===== src/hdl/ycc2rgb_pkg.sv =====
// ycc2rgb_pkg: shared types, constants and the coefficient table of the
// YCbCr to RGB converter. No dependencies.
package ycc2rgb_pkg;

  // Luma scale (1.164 in 16.16), the 16.16 rounding half and half the luma scale
  localparam int unsigned YScale    = 76309;
  localparam int unsigned RoundHalf = 32768;
  localparam int unsigned DivHalf   = 38154;
  // floor(2^32 / YScale), the reciprocal used for the chroma divide
  localparam int unsigned Recip     = 56283;

  localparam int CoefW  = 18;  // widest coefficient is 138453
  localparam int NumW   = 25;  // coef * |chroma| + DivHalf
  localparam int OffW   = 9;   // signed chroma offset
  localparam int SumW   = 11;  // signed Y + offsets - 16
  localparam int ScaleW = 30;  // signed scaled channel

  // Register indexes on the configuration port
  localparam logic [1:0] REG_COEF_SET  = 2'd0;
  localparam logic [1:0] REG_PIX_FMT   = 2'd1;
  localparam logic [1:0] REG_CHAN_ORD  = 2'd2;

  typedef enum logic [1:0] {
    FMT_XRGB32 = 2'd0,
    FMT_RGB24  = 2'd1,
    FMT_RGB565 = 2'd2,
    FMT_RGB555 = 2'd3
  } pix_fmt_t;

  typedef struct packed {
    logic [CoefW-1:0] crv;
    logic [CoefW-1:0] cbu;
    logic [CoefW-1:0] cgu;
    logic [CoefW-1:0] cgv;
  } coef_row_t;

  // Stage load enables handed to the divide lanes
  typedef struct packed {
    logic ld2;
    logic ld3;
  } adv_t;

  function automatic coef_row_t coef_row(input logic [2:0] sel);
    coef_row_t c;
    unique case (sel)
      3'd0, 3'd1: c = '{crv: 18'd117504, cbu: 18'd138453, cgu: 18'd13954, cgv: 18'd34903};
      3'd4:       c = '{crv: 18'd104448, cbu: 18'd132798, cgu: 18'd24759, cgv: 18'd53109};
      3'd7:       c = '{crv: 18'd117579, cbu: 18'd136230, cgu: 18'd16907, cgv: 18'd35559};
      default:    c = '{crv: 18'd104597, cbu: 18'd132201, cgu: 18'd25675, cgv: 18'd53279};
    endcase
    return c;
  endfunction

endpackage


===== src/hdl/ycbcr_to_rgb_pixel_converter.sv =====
// An accepted item moves through stage registers 1 to 6; stage 6 is the output register.
// Throughput: one item per cycle while out_stall is low; the six-stage pipeline
// holds up to six items. Each stage has its own valid bit and loads when empty or
// when the next stage loads, so bubbles close up and a stall at the output backs
// up stage by stage.
// Reset (rst_n low, synchronous) empties the pipeline and restores
// coefficient_set 6, pixel_format 0, channel_order 0.
module ycbcr_to_rgb_pixel_converter
  import ycc2rgb_pkg::*;
(
  input  logic        clk,
  input  logic        rst_n,
  // configuration write channel
  input  logic        cfg_valid,
  output logic        cfg_ready,
  input  logic [1:0]  cfg_index,
  input  logic [2:0]  cfg_data,
  // input item channel
  input  logic        in_valid,
  output logic        in_stall,
  input  logic [7:0]  in_luma,
  input  logic [7:0]  in_chroma_blue,
  input  logic [7:0]  in_chroma_red,
  input  logic        in_row_end,
  // result item channel
  output logic        out_valid,
  input  logic        out_stall,
  output logic [31:0] out_pixel,
  output logic        out_row_end_out
);

  // ---------------------------------------------------------------------
  // Configuration registers
  // ---------------------------------------------------------------------
  logic [2:0] coef_set_r;
  pix_fmt_t   pix_fmt_r;
  logic       chan_ord_r;

  assign cfg_ready = 1'b1;

  always_ff @(posedge clk) begin
    if (!rst_n) begin
      coef_set_r <= 3'd6;
      pix_fmt_r  <= FMT_XRGB32;
      chan_ord_r <= 1'b0;
    end else if (cfg_valid && cfg_ready) begin
      unique case (cfg_index)
        REG_COEF_SET: coef_set_r <= cfg_data;
        REG_PIX_FMT:  pix_fmt_r  <= pix_fmt_t'(cfg_data[1:0]);
        REG_CHAN_ORD: chan_ord_r <= cfg_data[0];
        default: ;  // writes past the register list are dropped
      endcase
    end
  end

  // ---------------------------------------------------------------------
  // Pipeline control: valid bit and load enable per stage
  // ---------------------------------------------------------------------
  logic [6:1] vld_r;
  logic [6:1] ld;
  adv_t       adv;

  always_comb begin
    ld[6] = !vld_r[6] || !out_stall;
    for (int k = 5; k >= 1; k--) begin
      ld[k] = !vld_r[k] || ld[k+1];
    end
  end

  assign in_stall = !ld[1];
  assign adv      = '{ld2: ld[2], ld3: ld[3]};

  always_ff @(posedge clk) begin
    if (!rst_n) begin
      vld_r <= '0;
    end else begin
      if (ld[1]) vld_r[1] <= in_valid;
      for (int k = 2; k <= 6; k++) begin
        if (ld[k]) vld_r[k] <= vld_r[k-1];
      end
    end
  end

  // ---------------------------------------------------------------------
  // Stage 1: center chroma, multiply magnitudes by the coefficients
  // ---------------------------------------------------------------------
  coef_row_t          coef;
  logic signed [8:0]  cb_c;
  logic signed [8:0]  cr_c;
  logic [7:0]         cb_mag;
  logic [7:0]         cr_mag;
  logic [NumW-1:0]    p_rv, p_bu, p_gu, p_gv;

  logic [NumW-1:0]    n_rv_r, n_bu_r, n_gu_r, n_gv_r;
  logic               cb_neg_r, cr_neg_r;
  logic [7:0]         y_s1_r, y_s2_r, y_s3_r;
  logic [5:1]         re_r;

  assign coef   = coef_row(coef_set_r);
  assign cb_c   = $signed({1'b0, in_chroma_blue}) - 9'sd128;
  assign cr_c   = $signed({1'b0, in_chroma_red}) - 9'sd128;
  assign cb_mag = cb_c[8] ? 8'(-cb_c) : cb_c[7:0];
  assign cr_mag = cr_c[8] ? 8'(-cr_c) : cr_c[7:0];

  assign p_rv = NumW'(coef.crv) * NumW'(cr_mag);
  assign p_bu = NumW'(coef.cbu) * NumW'(cb_mag);
  assign p_gu = NumW'(coef.cgu) * NumW'(cb_mag);
  assign p_gv = NumW'(coef.cgv) * NumW'(cr_mag);

  always_ff @(posedge clk) begin
    if (ld[1]) begin
      n_rv_r   <= p_rv + NumW'(DivHalf);
      n_bu_r   <= p_bu + NumW'(DivHalf);
      n_gu_r   <= p_gu + NumW'(DivHalf);
      n_gv_r   <= p_gv + NumW'(DivHalf);
      cb_neg_r <= cb_c[8];
      cr_neg_r <= cr_c[8];
      y_s1_r   <= in_luma;
      re_r[1]  <= in_row_end;
    end
    if (ld[2]) begin
      y_s2_r  <= y_s1_r;
      re_r[2] <= re_r[1];
    end
    if (ld[3]) begin
      y_s3_r  <= y_s2_r;
      re_r[3] <= re_r[2];
    end
    if (ld[4]) re_r[4] <= re_r[3];
    if (ld[5]) re_r[5] <= re_r[4];
  end

  // ---------------------------------------------------------------------
  // Stages 2-3: rounded divide, half away from zero; green terms negated
  // ---------------------------------------------------------------------
  logic signed [OffW-1:0] rv, bu, gu, gv;

  ycc2rgb_rdiv u_div_rv (.clk(clk), .adv(adv), .num(n_rv_r), .neg(cr_neg_r),  .q_out(rv));
  ycc2rgb_rdiv u_div_bu (.clk(clk), .adv(adv), .num(n_bu_r), .neg(cb_neg_r),  .q_out(bu));
  ycc2rgb_rdiv u_div_gu (.clk(clk), .adv(adv), .num(n_gu_r), .neg(!cb_neg_r), .q_out(gu));
  ycc2rgb_rdiv u_div_gv (.clk(clk), .adv(adv), .num(n_gv_r), .neg(!cr_neg_r), .q_out(gv));

  // ---------------------------------------------------------------------
  // Stage 4: add offsets to luma, remove the black level
  // ---------------------------------------------------------------------
  logic signed [SumW-1:0] y_s;
  logic signed [SumW-1:0] v_r_r, v_g_r, v_b_r;

  assign y_s = $signed({3'b000, y_s3_r}) - 11'sd16;

  always_ff @(posedge clk) begin
    if (ld[4]) begin
      v_r_r <= y_s + SumW'(rv);
      v_g_r <= y_s + SumW'(gu) + SumW'(gv);
      v_b_r <= y_s + SumW'(bu);
    end
  end

  // ---------------------------------------------------------------------
  // Stage 5: scale by the luma gain and add the rounding half
  // ---------------------------------------------------------------------
  localparam logic signed [ScaleW-1:0] GainS  = ScaleW'(YScale);
  localparam logic signed [ScaleW-1:0] RoundS = ScaleW'(RoundHalf);

  logic signed [ScaleW-1:0] t_r_r, t_g_r, t_b_r;

  always_ff @(posedge clk) begin
    if (ld[5]) begin
      t_r_r <= GainS * ScaleW'(v_r_r) + RoundS;
      t_g_r <= GainS * ScaleW'(v_g_r) + RoundS;
      t_b_r <= GainS * ScaleW'(v_b_r) + RoundS;
    end
  end

  // ---------------------------------------------------------------------
  // Stage 6: saturate, order and pack into the output register
  // ---------------------------------------------------------------------
  function automatic logic [7:0] sat8(input logic signed [ScaleW-1:0] t);
    logic [7:0] s;
    if (t[ScaleW-1]) begin
      s = 8'd0;
    end else if (|t[ScaleW-2:24]) begin
      s = 8'd255;
    end else begin
      s = t[23:16];
    end
    return s;
  endfunction

  logic [7:0]  ch_r, ch_g, ch_b, ch_hi, ch_lo;
  logic [31:0] pix_nxt;
  logic [31:0] pix_r;
  logic        re_out_r;

  assign ch_r  = sat8(t_r_r);
  assign ch_g  = sat8(t_g_r);
  assign ch_b  = sat8(t_b_r);
  assign ch_hi = chan_ord_r ? ch_b : ch_r;
  assign ch_lo = chan_ord_r ? ch_r : ch_b;

  always_comb begin
    unique case (pix_fmt_r)
      FMT_XRGB32: pix_nxt = {8'h00, ch_hi, ch_g, ch_lo};
      FMT_RGB24:  pix_nxt = {8'h00, ch_lo, ch_g, ch_hi};  // first byte in bits 7:0
      FMT_RGB565: pix_nxt = {16'h0000, ch_hi[7:3], ch_g[7:2], ch_lo[7:3]};
      FMT_RGB555: pix_nxt = {16'h0000, 1'b0, ch_hi[7:3], ch_g[7:3], ch_lo[7:3]};
      default:    pix_nxt = '0;
    endcase
  end

  always_ff @(posedge clk) begin
    if (ld[6]) begin
      pix_r    <= pix_nxt;
      re_out_r <= re_r[5];
    end
  end

  assign out_valid       = vld_r[6];
  assign out_pixel       = pix_r;
  assign out_row_end_out = re_out_r;

endmodule


===== src/hdl/ycc2rgb_rdiv.sv =====
// ycc2rgb_rdiv: two-stage rounded divide by the luma scale, one chroma term.
// Depends on ycc2rgb_pkg.
module ycc2rgb_rdiv
  import ycc2rgb_pkg::*;
(
  input  logic                  clk,
  input  adv_t                  adv,
  input  logic [NumW-1:0]       num,     // |coef * chroma| + DivHalf
  input  logic                  neg,     // result sign
  output logic signed [OffW-1:0] q_out
);

  localparam int PrdW = NumW + 16;

  logic [PrdW-1:0]  recip_prod;
  logic [7:0]       q0_nxt;
  logic [7:0]       q0_r;
  logic [NumW-1:0]  num_r;
  logic             neg_r;
  logic [NumW-1:0]  back_prod;
  logic [NumW-1:0]  rem;
  logic [OffW-1:0]  q_mag;
  logic signed [OffW-1:0] q_nxt;
  logic signed [OffW-1:0] q_r;

  // Estimate: never high, at most one low
  assign recip_prod = PrdW'(num) * PrdW'(Recip);
  assign q0_nxt     = recip_prod[39:32];

  always_ff @(posedge clk) begin
    if (adv.ld2) begin
      q0_r  <= q0_nxt;
      num_r <= num;
      neg_r <= neg;
    end
  end

  // Correct the estimate by one compare and step
  assign back_prod = NumW'(q0_r) * NumW'(YScale);
  assign rem       = num_r - back_prod;
  assign q_mag     = {1'b0, q0_r} + OffW'(rem >= NumW'(YScale));
  assign q_nxt     = neg_r ? -$signed(q_mag) : $signed(q_mag);

  always_ff @(posedge clk) begin
    if (adv.ld3) begin
      q_r <= q_nxt;
    end
  end

  assign q_out = q_r;

endmodule


===== config.mk =====
export PLATFORM = sky130hd
export DESIGN_NAME = ycbcr_to_rgb_pixel_converter
export DESIGN_NICKNAME = d
export VERILOG_FILES = /design/src/hdl/ycc2rgb_pkg.sv /design/src/hdl/ycbcr_to_rgb_pixel_converter.sv /design/src/hdl/ycc2rgb_rdiv.sv
export SDC_FILE = /design/constraint.sdc
export NUM_CORES = 2
export LEC_CHECK = 0
export BUFFER_PORTS_ARGS = -buffer_cell sky130_fd_sc_hd__buf_2
export CORE_MARGIN = 2
export CORE_UTILIZATION = 60
export CTS_CLUSTER_SIZE = 28
export DETAILED_ROUTE_END_ITERATION = 8
export PLACE_DENSITY = 0.82
export SLEW_MARGIN = 25
export SYNTH_ARGS = -nofsm -noshare
export SYNTH_HDL_FRONTEND = slang
export SYNTH_SLANG_ARGS = --single-unit

===== constraint.sdc =====
create_clock -name clk -period 8.51 [get_ports clk]
set_input_delay 1.2765 -clock clk [delete_from_list [all_inputs] [get_ports clk]]
set_output_delay 1.2765 -clock clk [all_outputs]
set_load 0.005 [all_outputs]

==> metrics.txt <==
# TYPE chip_impl_metric gauge
chip_impl_metric{name="post-route-cell-area",unit="um^2"} 83200
chip_impl_metric{name="final.min_clock_period",unit="ns"} 7.27
chip_impl_metric{name="drv.max_cap_violation_count",unit=""} 0
chip_impl_metric{name="timing.critical_path.fanout_max",unit=""} 10
chip_impl_metric{name="final_layout_size_suffix_gt1_share",unit="%"} 2.84
chip_impl_metric{name="synth_compound_gate_area_share",unit="%"} 6.77
chip_impl_metric{name="grt_start_max_net_pins",unit=""} 69
chip_impl_metric{name="clock_insertion_delay_worst_skew",unit="ns"} 0.67
chip_impl_metric{name="post_cts.repair.setup_buffers",unit=""} 0
chip_impl_metric{name="die_area",unit="um^2"} 135000
chip_impl_metric{name="routed_wirelength",unit="um"} 174000
chip_impl_metric{name="layout.nets",unit=""} 10500
chip_impl_info{name="synth_commonest_cells",value="2147 x inv_1, 1453 x ha_1, 1364 x fa_1, 399 x edfxtp_1, 329 x nor2_1"} 1
chip_impl_metric{name="die_y",unit="um"} 367
chip_impl_metric{name="synth.distinct_cells",unit=""} 85
chip_impl_metric{name="detailroute.via_count",unit=""} 52500
chip_impl_metric{name="fin_max_slew_vios",unit=""} 0
chip_impl_info{name="main_combinational_cell_family_by_area_after_synthesis",value="adder cells"} 1
chip_impl_metric{name="synthMuxAreaShare",unit="%"} 0.306
chip_impl_metric{name="dpl-instance-area",unit="um^2"} 81500
chip_impl_metric{name="cts-root-to-sink-buffers",unit=""} 3
chip_impl_metric{name="drtAntennaViolNets",unit=""} 0
chip_impl_metric{name="placement.io_buffers",unit=""} 61
chip_impl_metric{name="synth.top_cell.area_share",unit="%"} 34.6
chip_impl_metric{name="floorplan.initialDensity",unit="%"} 60.2
chip_impl_metric{name="number_of_global_route_vias_before_repair",unit=""} 57900
chip_impl_metric{name="synth-xor-area-share",unit="%"} 3.45
chip_impl_metric{name="chipWidth",unit="um"} 367
chip_impl_metric{name="cts_hold_buffers",unit=""} 0
chip_impl_info{name="hold_path_class",value="reg2reg"} 1
chip_impl_metric{name="clkSlewWorstSetupHoldPaths",unit="ns"} 0.06
chip_impl_metric{name="drc_errors",unit=""} 0
chip_impl_metric{name="floorplan.core_area",unit="um^2"} 131000
chip_impl_metric{name="clock_skew",unit="ns"} 0.0310
chip_impl_metric{name="post_synthesis_share_of_cell_area_spent_on_full_adders_half_adders_and_majority_gates",unit="%"} 57.6
chip_impl_metric{name="simple_gate_share_of_the_synthesized_area",unit="%"} 5.82
chip_impl_metric{name="drt_first_iter_violations",unit=""} 3026
chip_impl_info{name="clock_tree_from_tritoncts",value="built"} 1
chip_impl_metric{name="core.rowCount",unit=""} 133
chip_impl_metric{name="hold_viol_final",unit=""} 0
chip_impl_metric{name="synthesis.area_per_instance",unit="um^2"} 10.4
chip_impl_metric{name="vias_per_cell",unit=""} 5.53
chip_impl_metric{name="hpwl",unit="um"} 149000
chip_impl_metric{name="cts_sinks",unit=""} 411
chip_impl_metric{name="tightest_slew",unit="ns"} 0.980
chip_impl_metric{name="grt.total_usage",unit="%"} 27.0
chip_impl_metric{name="part_of_the_yosys_area_used_for_sequential_elements",unit="%"} 15.5
chip_impl_info{name="worstSetupStartpointType",value="primary input"} 1
chip_impl_metric{name="cts_max_level",unit=""} 2
chip_impl_metric{name="place_ws",unit="ns"} 0.664
chip_impl_info{name="synth.largest_area_cell",value="fa_1"} 1
chip_impl_metric{name="globalplace.congestion",unit=""} 0.940
chip_impl_info{name="synth.most_common_cell",value="inv_1"} 1
chip_impl_metric{name="grt-ovfl-total",unit=""} 0
chip_impl_metric{name="setup_tns",unit="ns"} 0
chip_impl_info{name="synth_top_cells_by_area",value="fa_1 35%, ha_1 23%, edfxtp_1 15%"} 1
chip_impl_metric{name="synthToLayoutAreaGrowth",unit="%"} 5.38
chip_impl_metric{name="synth_async_sr_flop_share",unit="%"} 0
chip_impl_metric{name="grt_antenna_before_repair",unit=""} 14
chip_impl_metric{name="final_min_period_over_clock_period",unit="%"} 85.5
chip_impl_metric{name="ys_warn_count",unit=""} 0
chip_impl_metric{name="routed_wire_length_per_instance",unit="um"} 18.4
chip_impl_metric{name="report.final.setup_viol",unit=""} 0
chip_impl_metric{name="worst-endpoint-required",unit="ns"} 8.91
chip_impl_metric{name="io_pins",unit=""} 71
chip_impl_metric{name="worst_slack",unit="ns"} 1.24
chip_impl_info{name="clock_root_buffer",value="clkbuf_16"} 1
chip_impl_metric{name="synth_enable_flop_cells",unit=""} 399
chip_impl_metric{name="max_slew_margin",unit="%"} 34.5
chip_impl_metric{name="synthesized_netlist_cell_count",unit=""} 7596
chip_impl_metric{name="cts_repair_resize_count",unit=""} 0
chip_impl_metric{name="cp_data_arrival_time",unit="ns"} 7.67
chip_impl_info{name="crit_path_end_kind",value="flip-flop"} 1
chip_impl_info{name="run_status",value="finished, final reports clean"} 1
chip_impl_metric{name="fmax",unit="MHz"} 137
chip_impl_metric{name="drt_pre_antenna_iters",unit=""} 6
chip_impl_metric{name="syn-cell-area",unit="um^2"} 79000
chip_impl_info{name="yosys_most_used_dff",value="edfxtp_1"} 1
chip_impl_metric{name="grt_first_pass_wirelength",unit="um"} 292000
chip_impl_info{name="crit_type",value="in2reg"} 1
chip_impl_metric{name="cts_buffers",unit=""} 49
chip_impl_info{name="unrepaired_setup_endpoints_after_global_routing",value="no"} 1
chip_impl_metric{name="postSynthRegisterBits",unit=""} 411
[path summary, 6_finish.rpt]
check	startpoint	to	slack, ns	depth (start not counted)
hold reg to reg	y_s1_r[1]	y_s2_r[1]	0.42	0
setup reg to reg	n_bu_r[6]	u_div_bu.q0_r[7]	1.29	21
hold / removal	y_s1_r[1]	y_s2_r[1]	0.42	0
setup / recovery	in_chroma_blue[0]	n_bu_r[24]	1.24	24
[through the flow]
step	utilization, %	hold WS [ns]	cells
2_1_floorplan	-	0.400	7604
3_3_place_gp	62.1	0.402	9387
3_5_place_dp	62.2	0.405	9387
4_1_cts	63.5	0.420	9479
5_1_grt	63.5	0.425	9483
6_report	63.5	0.420	9483
[state kept, by name (all words and copies together), names as in the netlist, 10 cells and up]
| signal | flops |
|---|---|
| u_div_gv.num_r | 25 |
| v_b_r | 10 |
| n_bu_r | 25 |
| out_pixel | 24 |
| n_gv_r | 25 |
| t_g_r | 14 |
| u_div_bu.num_r | 25 |
| u_div_rv.num_r | 25 |
| n_gu_r | 25 |
| v_g_r | 11 |
| n_rv_r | 25 |
| t_r_r | 13 |
| v_r_r | 10 |
| t_b_r | 13 |
| u_div_gu.num_r | 25 |
[placed cells by master, fill, tap and decap left out, types with 13 or more instances in the layout]
cell	count
inv_1	2146
ha_1	1453
fa_1	1364
edfxtp_1	399
nor2_1	329
a21oi_1	251
nand2_1	250
xnor2_1	217
o21ai_0	164
a21o_1	97
xor2_1	93
nor3_1	76
nand3_1	68
buf_2	61
clkbuf_16	49
o21a_1	45
nand2b_1	45
and3_1	43
nand4_1	40
nor2b_1	39
o211ai_1	34
a211oi_1	33
buf_4	31
o21bai_1	29
or3_1	27
and2_1	21
a31oi_1	18
o31ai_1	17
mux2i_1	17
a211o_1	14
a21boi_0	13
[critical path: stages]
cell	delay (ns)
buf_2	0.27
clkinv_1	0.15
ha_1	0.25
a21oi_1	0.16
xor2_1	0.28
clkinv_1	0.37
nor2_1	0.48
fa_1	0.49
inv_1	0.09
fa_1	0.41
fa_1	0.46
fa_1	0.49
inv_1	0.04
ha_1	0.33
a21oi_1	0.18
nor2b_1	0.06
a311oi_1	0.42
a21oi_1	0.23
nand4_1	0.14
a21boi_0	0.13
o41ai_2	0.44
o21ai_0	0.23
o21ai_1	0.20
xnor2_1	0.09
[per-layer routing]
layer / track usage, % / up-vias / wire [um]
met5: 0 / - / 126
met4: 7.66 / 20 / 5490
met3: 4.31 / 383 / 10900
met2: 47.2 / 1620 / 86600
met1: 34.7 / 26200 / 70900
li1: - / 24300 / -
[cell type report]
class / count / area, um^2
Antenna cell: 4 / 10.0
Timing Repair Buffer: 92 / 538
Inverter: 2152 / 8080
Clock inverter: 38 / 465
Fill cell: 9934 / 47900
Multi-Input combinational cell: 4977 / 58500
Clock buffer: 54 / 1240
Sequential cell: 411 / 12200
Tap cell: 1755 / 2200
[logic make-up (layout without fill, tap and decap cells)]
group           count (synthesis)  in the layout
simple gates                  988            988
flops                         411            411
xor+xnor                      311            311
mux                            23             23
fa+ha+maj                    2817           2817
compound gates                828            828
buf+inv                      2216           2336
other cells                     2             14
Power is left out: the tool's default activity adds up to more than one toggle a clock period on the data nets, which glitch-free logic cannot reach.
